==> config.mk <==
export PLATFORM = sky130hd
export DESIGN_NAME = analog_button_hysteresis_qualifier_core
export DESIGN_NICKNAME = d
export VERILOG_FILES = /design/src/sv/abhq_pkg.sv /design/src/sv/abhq_cfg_regs.sv /design/src/sv/abhq_store.sv /design/src/sv/abhq_eval.sv /design/src/sv/analog_button_hysteresis_qualifier_core.sv
export VERILOG_INCLUDE_DIRS = /design/src /design/src/sv
export SDC_FILE = /design/constraint.sdc
export NUM_CORES = 2
export LEC_CHECK = 0
export CAP_MARGIN = 40
export CORE_MARGIN = 4
export CORE_UTILIZATION = 40
export DETAILED_ROUTE_END_ITERATION = 6
export DONT_BUFFER_PORTS = 1
export PLACE_DENSITY_LB_ADDON = 0.1
export SYNTH_ARGS = -nofsm -noshare
export SYNTH_HDL_FRONTEND = slang
export SYNTH_SLANG_ARGS = --single-unit
export TNS_END_PERCENT = 1
==> constraint.sdc <==
create_clock -name clk -period 10.1 [get_ports clk]
set_clock_uncertainty 0.1 [all_clocks]
set_input_delay 1.515 -clock clk [delete_from_list [all_inputs] [get_ports clk]]
set_output_delay 1.515 -clock clk [all_outputs]
set_load 0.005 [all_outputs]
==> src/sv/assert_macros.svh <==
// Assertion macros used by the qualifier core.
// Each macro samples on clk and is disabled while rst_n is low.
`ifndef ASSERT_MACROS_SVH
`define ASSERT_MACROS_SVH

// Property must hold at every enabled clock edge.
`define ABHQ_ASSERT(label, prop, msg) \
    label: assert property (@(posedge clk) disable iff (!rst_n) (prop)) else $error(msg);

// Antecedent in this cycle implies consequent in the same cycle.
`define ABHQ_ASSERT_IMP(label, ante, cons, msg) \
    `ABHQ_ASSERT(label, (ante) |-> (cons), msg)

// Antecedent in this cycle implies consequent in the next cycle.
`define ABHQ_ASSERT_NEXT(label, ante, cons, msg) \
    `ABHQ_ASSERT(label, (ante) |=> (cons), msg)

`endif

==> src/sv/abhq_pkg.sv <==
`timescale 1ns / 1ps
// ----------------------------------------------------------------------------
// abhq_pkg
// Types and constants of the analog button hysteresis qualifier.
// ----------------------------------------------------------------------------
package abhq_pkg;

    localparam int unsigned SLOT_COUNT    = 16;
    localparam int unsigned BUTTON_COUNT  = 16;
    localparam int unsigned BUTTON_STRIDE = 16;
    localparam int unsigned HOLD_DEPTH    = SLOT_COUNT * BUTTON_STRIDE;
    localparam int unsigned HOLD_AW       = $clog2(HOLD_DEPTH);
    localparam int unsigned SLOT_AW       = (SLOT_COUNT > 1) ? $clog2(SLOT_COUNT) : 1;

    localparam int unsigned CFG_INDEX_W = 3;
    localparam int unsigned CFG_DATA_W  = 64;

    localparam logic [7:0] HOLD_RESET = 8'hFF;

    typedef enum logic [CFG_INDEX_W-1:0] {
        REG_LEVEL_THRESHOLD = 3'd0,
        REG_BUTTON_ENABLE   = 3'd1,
        REG_SLOT_ACTIVE     = 3'd2,
        REG_MARGINS_LOW     = 3'd3,
        REG_MARGINS_HIGH    = 3'd4
    } cfg_index_t;

    typedef struct packed {
        logic [3:0] slot_index;
        logic [3:0] button_index;
        logic [7:0] new_level;
        logic [7:0] current_level;
    } sample_word_t;

    typedef struct packed {
        logic [15:0] slot_pressed_bits;
        logic        button_pressed;
        logic [7:0]  hold_level;
        logic        skipped;
    } result_word_t;

    typedef struct packed {
        logic [8:0]  level_threshold;
        logic [15:0] button_enable_mask;
        logic [15:0] slot_active_mask;
        logic [63:0] margins_low;
        logic [63:0] margins_high;
    } cfg_t;

    // Write-back of one evaluated word into the state stores.
    typedef struct packed {
        logic        en;
        logic [3:0]  slot_index;
        logic [3:0]  button_index;
        logic [7:0]  hold;
        logic [15:0] flags;
    } store_wr_t;

endpackage

==> src/sv/abhq_cfg_regs.sv <==
`timescale 1ns / 1ps
// ----------------------------------------------------------------------------
// abhq_cfg_regs
// Configuration register file with a plain write port.
// ----------------------------------------------------------------------------
module abhq_cfg_regs (
    input  logic                                clk,
    input  logic                                rst_n,
    input  logic                                cfg_we,
    input  logic [abhq_pkg::CFG_INDEX_W-1:0]    cfg_index,
    input  logic [abhq_pkg::CFG_DATA_W-1:0]     cfg_data,
    output abhq_pkg::cfg_t                      cfg
);
    import abhq_pkg::*;

    cfg_t cfg_reg;
    cfg_t cfg_next;

    always_comb
    begin
        cfg_next = cfg_reg;
        if (cfg_we)
        begin
            unique case (cfg_index)
                REG_LEVEL_THRESHOLD: cfg_next.level_threshold    = cfg_data[8:0];
                REG_BUTTON_ENABLE:   cfg_next.button_enable_mask = cfg_data[15:0];
                REG_SLOT_ACTIVE:     cfg_next.slot_active_mask   = cfg_data[15:0];
                REG_MARGINS_LOW:     cfg_next.margins_low        = cfg_data;
                REG_MARGINS_HIGH:    cfg_next.margins_high       = cfg_data;
                default:             cfg_next = cfg_reg;
            endcase
        end
    end

    always_ff @(posedge clk or negedge rst_n)
    begin
        if (!rst_n)
        begin
            cfg_reg <= '0;
        end
        else
        begin
            cfg_reg <= cfg_next;
        end
    end

    assign cfg = cfg_reg;

endmodule

==> src/sv/abhq_store.sv <==
`timescale 1ns / 1ps
// ----------------------------------------------------------------------------
// abhq_store
// Hold-level memory with per-entry valid bits, and the per-slot pressed bits.
// ----------------------------------------------------------------------------
module abhq_store (
    input  logic                    clk,
    input  logic                    rst_n,
    input  logic                    rd_en,
    input  logic [3:0]              rd_slot,
    input  logic [3:0]              rd_button,
    input  logic [3:0]              cur_slot,
    input  logic [3:0]              cur_button,
    input  abhq_pkg::store_wr_t     wr,
    output logic [7:0]              hold_level,
    output logic [15:0]             slot_flags
);
    import abhq_pkg::*;

    logic [7:0]         hold_mem [HOLD_DEPTH];
    logic [7:0]         rd_data_reg;
    logic [7:0]         byp_data_reg;
    logic               byp_reg;
    logic               hold_valid_reg [HOLD_DEPTH];
    logic [15:0]        pressed_reg [SLOT_COUNT];
    logic [HOLD_AW-1:0] rd_idx;
    logic [HOLD_AW-1:0] wr_idx;
    logic [HOLD_AW-1:0] cur_idx;
    logic [SLOT_AW-1:0] wr_slot;
    logic [SLOT_AW-1:0] cur_slot_idx;

    assign rd_idx       = HOLD_AW'({rd_slot, rd_button});
    assign wr_idx       = HOLD_AW'({wr.slot_index, wr.button_index});
    assign cur_idx      = HOLD_AW'({cur_slot, cur_button});
    assign wr_slot      = SLOT_AW'(wr.slot_index);
    assign cur_slot_idx = SLOT_AW'(cur_slot);

    always_ff @(posedge clk)
    begin
        if (wr.en)
        begin
            hold_mem[wr_idx] <= wr.hold;
        end
        if (rd_en)
        begin
            rd_data_reg  <= hold_mem[rd_idx];
            byp_data_reg <= wr.hold;
        end
    end

    // The memory reads the old entry when the word ahead writes it in the
    // same cycle, so that write is carried forward here.
    always_ff @(posedge clk or negedge rst_n)
    begin
        if (!rst_n)
        begin
            byp_reg <= 1'b0;
            for (int i = 0; i < HOLD_DEPTH; i++)
            begin
                hold_valid_reg[i] <= 1'b0;
            end
            for (int i = 0; i < SLOT_COUNT; i++)
            begin
                pressed_reg[i] <= '0;
            end
        end
        else
        begin
            if (rd_en)
            begin
                byp_reg <= wr.en && (wr_idx == rd_idx);
            end
            if (wr.en)
            begin
                hold_valid_reg[wr_idx] <= 1'b1;
                pressed_reg[wr_slot]   <= wr.flags;
            end
        end
    end

    always_comb
    begin
        if (!hold_valid_reg[cur_idx])
        begin
            hold_level = HOLD_RESET;
        end
        else if (byp_reg)
        begin
            hold_level = byp_data_reg;
        end
        else
        begin
            hold_level = rd_data_reg;
        end
    end

    assign slot_flags = pressed_reg[cur_slot_idx];

endmodule

==> src/sv/abhq_eval.sv <==
`timescale 1ns / 1ps
// ----------------------------------------------------------------------------
// abhq_eval
// Hysteresis decision for one button word: hold, pressed bit and result.
// ----------------------------------------------------------------------------
module abhq_eval (
    input  abhq_pkg::sample_word_t  word,
    input  abhq_pkg::cfg_t          cfg,
    input  logic [7:0]              hold_stored,
    input  logic [15:0]             flags_stored,
    output logic                    skip,
    output logic [7:0]              hold_new,
    output logic [15:0]             flags_new,
    output abhq_pkg::result_word_t  result
);
    import abhq_pkg::*;

    logic         slot_ok;
    logic         button_ok;
    logic [127:0] margins;
    logic [7:0]   margin;
    logic [15:0]  bit_mask;
    logic [7:0]   hold_min;
    logic [8:0]   cur_plus_m;
    logic [8:0]   hold_plus_m;

    assign slot_ok   = 32'(word.slot_index) < 32'(SLOT_COUNT);
    assign button_ok = 32'(word.button_index) < 32'(BUTTON_COUNT);
    assign skip      = !slot_ok || !button_ok
                       || !cfg.slot_active_mask[word.slot_index]
                       || !cfg.button_enable_mask[word.button_index];

    assign margins  = {cfg.margins_high, cfg.margins_low};
    assign margin   = margins[{word.button_index, 3'b000} +: 8];
    assign bit_mask = 16'(1) << word.button_index;

    assign hold_min    = (word.current_level < hold_stored) ? word.current_level : hold_stored;
    // The signed test cur < new - m is the same as cur + m < new without wrap.
    assign cur_plus_m  = {1'b0, word.current_level} + {1'b0, margin};
    assign hold_plus_m = {1'b0, hold_min} + {1'b0, margin};

    always_comb
    begin
        hold_new  = hold_min;
        flags_new = flags_stored;
        if ({1'b0, word.current_level} >= cfg.level_threshold)
        begin
            if (cur_plus_m < {1'b0, word.new_level})
            begin
                flags_new = flags_stored & ~bit_mask;
                hold_new  = word.current_level;
            end
            else if (hold_min != 8'd0)
            begin
                if (hold_plus_m < {1'b0, word.current_level})
                begin
                    flags_new = flags_stored | bit_mask;
                    hold_new  = 8'd0;
                end
                else
                begin
                    flags_new = flags_stored & ~bit_mask;
                end
            end
        end
    end

    always_comb
    begin
        result.skipped = skip;
        if (!slot_ok)
        begin
            result.slot_pressed_bits = '0;
            result.button_pressed    = 1'b0;
            result.hold_level        = '0;
        end
        else if (skip)
        begin
            result.slot_pressed_bits = flags_stored;
            result.button_pressed    = flags_stored[word.button_index];
            result.hold_level        = hold_stored;
        end
        else
        begin
            result.slot_pressed_bits = flags_new;
            result.button_pressed    = flags_new[word.button_index];
            result.hold_level        = hold_new;
        end
    end

endmodule

==> src/sv/analog_button_hysteresis_qualifier_core.sv <==
`timescale 1ns / 1ps
// ----------------------------------------------------------------------------
// analog_button_hysteresis_qualifier_core
// Turns analog button levels into pressed bits with per-button hysteresis.
// ----------------------------------------------------------------------------
// Usage:
//   Sample words (slot, button, new level, current level) enter on the
//   sample channel; one result word per sample leaves on the result channel.
//   A word moves when its valid is high and its stall is low.
//   The sample edge registers the word and reads the hold memory; the word is
//   then evaluated and, when the result register can take it, written back to
//   the stores and loaded into the result register. Throughput is one word per
//   cycle unless the receiver stalls; the hold memory read and write-back loop
//   is closed by forwarding, so back-to-back words to one button work.
//   When the receiver stalls, the result register holds its word, one more
//   sample is taken into the input register, and then sample_stall rises.
//   Reset clears both channels, the configuration and the pressed bits and
//   marks all hold entries unwritten, so they read as 255 with no clearing pass.
//   The user writes configuration only while idle; the block does not check it.
// ----------------------------------------------------------------------------
`include "assert_macros.svh"

module analog_button_hysteresis_qualifier_core (
    input  logic                              clk,
    input  logic                              rst_n,
    input  logic                              sample_valid,
    output logic                              sample_stall,
    input  abhq_pkg::sample_word_t            sample_word,
    output logic                              result_valid,
    input  logic                              result_stall,
    output abhq_pkg::result_word_t            result_word,
    input  logic                              cfg_we,
    input  logic [abhq_pkg::CFG_INDEX_W-1:0]  cfg_index,
    input  logic [abhq_pkg::CFG_DATA_W-1:0]   cfg_data
);
    import abhq_pkg::*;

    cfg_t         cfg;
    logic         s1_valid_reg;
    logic         s1_valid_next;
    sample_word_t s1_word_reg;
    logic         result_valid_reg;
    logic         result_valid_next;
    result_word_t result_word_reg;
    logic         sample_take;
    logic         s1_adv;
    logic [7:0]   hold_stored;
    logic [15:0]  flags_stored;
    logic         skip;
    logic [7:0]   hold_new;
    logic [15:0]  flags_new;
    result_word_t eval_result;
    store_wr_t    wr;

    abhq_cfg_regs u_cfg (
        .clk       (clk),
        .rst_n     (rst_n),
        .cfg_we    (cfg_we),
        .cfg_index (cfg_index),
        .cfg_data  (cfg_data),
        .cfg       (cfg)
    );

    abhq_store u_store (
        .clk        (clk),
        .rst_n      (rst_n),
        .rd_en      (sample_take),
        .rd_slot    (sample_word.slot_index),
        .rd_button  (sample_word.button_index),
        .cur_slot   (s1_word_reg.slot_index),
        .cur_button (s1_word_reg.button_index),
        .wr         (wr),
        .hold_level (hold_stored),
        .slot_flags (flags_stored)
    );

    abhq_eval u_eval (
        .word         (s1_word_reg),
        .cfg          (cfg),
        .hold_stored  (hold_stored),
        .flags_stored (flags_stored),
        .skip         (skip),
        .hold_new     (hold_new),
        .flags_new    (flags_new),
        .result       (eval_result)
    );

    assign s1_adv       = s1_valid_reg && (!result_valid_reg || !result_stall);
    assign sample_stall = s1_valid_reg && !s1_adv;
    assign sample_take  = sample_valid && !sample_stall;

    assign wr.en           = s1_adv && !skip;
    assign wr.slot_index   = s1_word_reg.slot_index;
    assign wr.button_index = s1_word_reg.button_index;
    assign wr.hold         = hold_new;
    assign wr.flags        = flags_new;

    always_comb
    begin
        s1_valid_next     = sample_take || (s1_valid_reg && !s1_adv);
        result_valid_next = s1_adv || (result_valid_reg && result_stall);
    end

    always_ff @(posedge clk or negedge rst_n)
    begin
        if (!rst_n)
        begin
            s1_valid_reg     <= 1'b0;
            result_valid_reg <= 1'b0;
        end
        else
        begin
            s1_valid_reg     <= s1_valid_next;
            result_valid_reg <= result_valid_next;
        end
    end

    always_ff @(posedge clk)
    begin
        if (sample_take)
        begin
            s1_word_reg <= sample_word;
        end
        if (s1_adv)
        begin
            result_word_reg <= eval_result;
        end
    end

    assign result_valid = result_valid_reg;
    assign result_word  = result_word_reg;

    `ABHQ_ASSERT_IMP(a_stall_only_when_full, sample_stall,
        s1_valid_reg && result_valid_reg && result_stall,
        "sample stalled while the pipeline has room")
    `ABHQ_ASSERT_NEXT(a_adv_loads_result, s1_adv, result_valid_reg,
        "evaluated word did not reach the result register")
    `ABHQ_ASSERT_IMP(a_pressed_means_hold_zero,
        result_valid_reg && result_word_reg.button_pressed,
        result_word_reg.hold_level == 8'd0,
        "pressed button reported with a nonzero hold level")

endmodule
==> results.py <==
metrics = {
    "global_route": {
        "grt_pass1_wl_um": 455400,
        "first_global_vias": 58370,
        "grt_overflow": 0,
        "grt_max_degree": 685,
        "gr-usage-all-layers_pct": 22.11,
        "antenna_found_initial": 24,
    },
    "detailed_routing": {
        "viasPerCell": 5.687,
        "wire_per_inst_um": 32.00,
        "routed_wl_um": 321600,
        "drc_errors": 0,
        "via_count": 57150,
        "ant_nets": 0,
        "first_iter_violations": 5560,
        "first_pass_iters": 5,
    },
    "clock_network": {
        "cts_inserted_buffers": 308,
        "cts_hold_buf": 0,
        "htreeDepth": 5,
        "ctsLongestPathBuffers": 4,
        "clk_pin_slew_ns": 0.06,
        "root_buffer": "clkbuf_16",
        "insertion_delay_ns": 0.87,
        "tritoncts": "yes",
        "cts.sinks": 2798,
    },
    "cells_and_area": {
        "area_delta_synth_final_pct": 15.37,
        "mostFrequentLayoutCells": "edfxtp_1, mux4_2, dfrtp_1",
        "nets": 6223,
        "final_common_cell": "edfxtp_1",
        "nFillCells": 23650,
        "drive_gt1_share_pct": 35.48,
        "final_cells": 10050,
        "largest_reg_flops": 2048,
        "final_util_pct": 46.33,
    },
    "setup_path": {
        "r2r_end": "u_store.hold_mem[242][2]",
        "critPathArrivalTime_ns": 9.68,
        "r2r_slack_ns": 0.68,
        "worst-endpoint-required_ns": 10.35,
        "max_stage_delay_ns": 0.62,
        "worst-path-max-fanout": 105,
        "r2r-start": "s1_word_reg[16]",
        "cp-start-kind": "flip-flop",
        "crit_top_cell": "a21oi_1",
        "critPathSlowestCell": "a22o_4",
        "worst-setup-path-type": "reg2reg",
        "cp-end-kind": "flip-flop",
        "r2r_cells": 31,
    },
    "yosys": {
        "ys_seq_area_share_pct": 71.90,
        "syn-instance-count": 5767,
        "synth_top_area_share_pct": 56.63,
        "synth_edf_count": 2114,
        "synthArstFlopShare_pct": 24.45,
        "syn_area_um2": 112100,
        "ys_warn_count": 0,
        "synth-seq-cells": 2798,
        "syn_avg_cell_area_um2": 19.44,
        "synthTopCellsByArea": "edfxtp_1, mux4_2, dfrtp_1",
        "synth.net_count": 5910,
        "synth_ff_type": "edfxtp_1",
        "synth_top_area_cell": "edfxtp_1",
        "yosysUniqueCellTypes": 75,
    },
    "floorplan": {
        "core-area_um2": 279100,
        "start_util_pct": 40.16,
        "core.rowCount": 194,
        "die_w_um": 537.4,
        "pin_count": 124,
        "dieHeight_um": 537.4,
        "floorplan.die_area_um2": 288800,
    },
    "power_and_ir_drop": {
        "peakVddDrop_mv": 0.2282,
        "leakage_nw": 45.46,
        "cellPowerDensity_nw_per_um2": 214.9,
        "power.switching_mw": 6.660,
        "clkPwrFrac_pct": 39.6,
        "p_int_mw": 21.13,
        "p_comb_share_pct": 10.3,
        "switching_share_pct": 23.97,
        "power_frac_seq_pct": 50.1,
    },
    "status": {
        "violations": "max-slew violations",
        "status": "finished with violations",
    },
    "placed_design": {
        "io_buffers": 0,
        "pre_cts_ws_ns": 0.4611,
        "dp_hpwl_um": 192600,
        "place_congestion": 0.8249,
        "placed_cells": 9484,
    },
    "timing": {
        "setup_viol": 0,
        "period_needed_ns": 9.425,
        "finalCritPeriodShare_pct": 93.31,
        "worst_pin_slew_ns": 2.568,
        "drv_slew": 411,
        "hold_viol_final": 0,
        "maxSlewHeadroom_pct": -71.18,
        "finalWorstSetupSlack_ns": 0.6753,
        "rsz0062_at_grt": "no",
        "hold-worst-slack_ns": 0.2804,
        "fmax_ghz": 0.1061,
    },
    "job": {
        "cap_violations": 0,
    },
    "hold_path": {
        "hold_path.class": "in2async",
    },
}
==> logic make-up after synthesis <==
family	count (synthesis)	synth area share [%]
AO/OA/AOI/OAI	424	2.268
XOR/XNOR	20	0.1563
adder cells (fa/ha/maj)	48	0.5470
buffers and inverters	388	1.406
flip-flops	2798	71.90
multiplexers	1125	19.69
AND/OR/NAND/NOR	964	4.032
==> synthesized netlist by cell type, types with 4 or more instances <==
cell	instances
edfxtp_1	2114
mux4_2	844
dfrtp_1	684
nand2_1	312
nor2_1	286
o21ai_0	262
or2_2	256
clkbuf_1	223
mux2_2	198
mux2i_1	83
buf_1	78
ha_1	45
inv_1	41
nand3_1	32
a22oi_1	31
a21oi_1	30
buf_2	26
nor2b_1	18
xnor2_1	15
nor3_1	14
a21o_1	13
a22o_1	10
nand4_1	10
buf_4	9
nand2b_1	9
a211oi_1	8
o21a_1	8
clkbuf_2	6
o211ai_1	6
a2111oi_0	5
o21ai_1	5
o21bai_1	5
o22ai_1	5
xor2_1	5
a31oi_1	4
buf_6	4
o221ai_1	4
==> worst max-delay path by stage <==
| stage | from | slack, ns | cells past startpoint | to |
|---|---|---|---|---|
| finish | s1_word_reg[16] | 0.68 | 31 | u_store.hold_mem[242][2] |
| global route | s1_word_reg[17] | 0.1 | 33 | result_word[3] |
| CTS | s1_word_reg[17] | 0.42 | 31 | u_store.hold_mem[197][1] |
| detailed placement | s1_word_reg[17] | 0.46 | 31 | u_store.hold_mem[156][1] |
| global placement | s1_word_reg[17] | 0.56 | 31 | u_store.hold_mem[196][1] |
| floorplan | s1_word_reg[19] | -0.16 | 32 | u_store.byp_data_reg[6] |
==> metal layers <==
layer / vias to the layer above / GRT usage, % / share of wire [%]
li1: 23690 / - / -
met1: 31270 / 31.43 / 43
met2: 1758 / 35.58 / 48
met3: 416 / 4.371 / 6.7
met4: 14 / 4.957 / 2.2
met5: - / 0 / 0.025
==> power by group through the flow <==
| stage | Combinational (mW) | Sequential [mW] | Clock (mW) |
|---|---|---|---|
| floorplan | 1.72 | 14.3 | 0 |
| global placement | 2.68 | 14.1 | 0 |
| detailed placement | 2.78 | 14.1 | 0 |
| CTS | 2.78 | 13.9 | 11.3 |
| global route | 3.09 | 13.9 | 11.8 |
| finish | 2.85 | 13.9 | 11.0 |
==> worst max-delay path, delay by kind of cell (launching register included) <==
| family | cells | cell delay (ns) |
|---|---|---|
| AND/OR/NAND/NOR | 6 | 1.21 |
| flip-flops | 1 | 0.44 |
| multiplexers | 3 | 1.45 |
| XOR/XNOR | 1 | 0.14 |
| AO/OA/AOI/OAI | 16 | 3.58 |
| buffers and inverters | 2 | 0.63 |
| adder cells (fa/ha/maj) | 3 | 0.91 |
==> cell type report <==
| type | count | area, um2 | area share, % |
|---|---|---|---|
| multi-input combinational | 2582 | 30380 | 23.49 |
| sequential | 2798 | 80600 | 62.32 |
| clock buffer | 370 | 8272 | 6.396 |
| clock inverter | 177 | 1558 | 1.205 |
| antenna | 8 | 20.02 | 0.01548 |
| tap | 3724 | 4659 | 3.603 |
| timing repair buffer | 349 | 3680 | 2.845 |
| inverter | 41 | 153.9 | 0.1190 |
==> repair_timing <==
action                     in CTS  in global routing
gates resized for setup         0                  8
setup buffers                   0                  4
setup endpoints to repair       0               1009
==> per-stage QoR <==
stage | area [um2] | TNS (ns) | power [mW]
after global placement | 117500 | 0 | 16.83
after floorplan | 112100 | -296.70 | 16.05
final | 129300 | 0 | 27.79
after detailed placement | 119300 | 0 | 16.93
after global routing | 129300 | 0 | 28.82
after CTS | 129100 | 0 | 27.99
No activity file was read; power rests on OpenSTA's default activity.
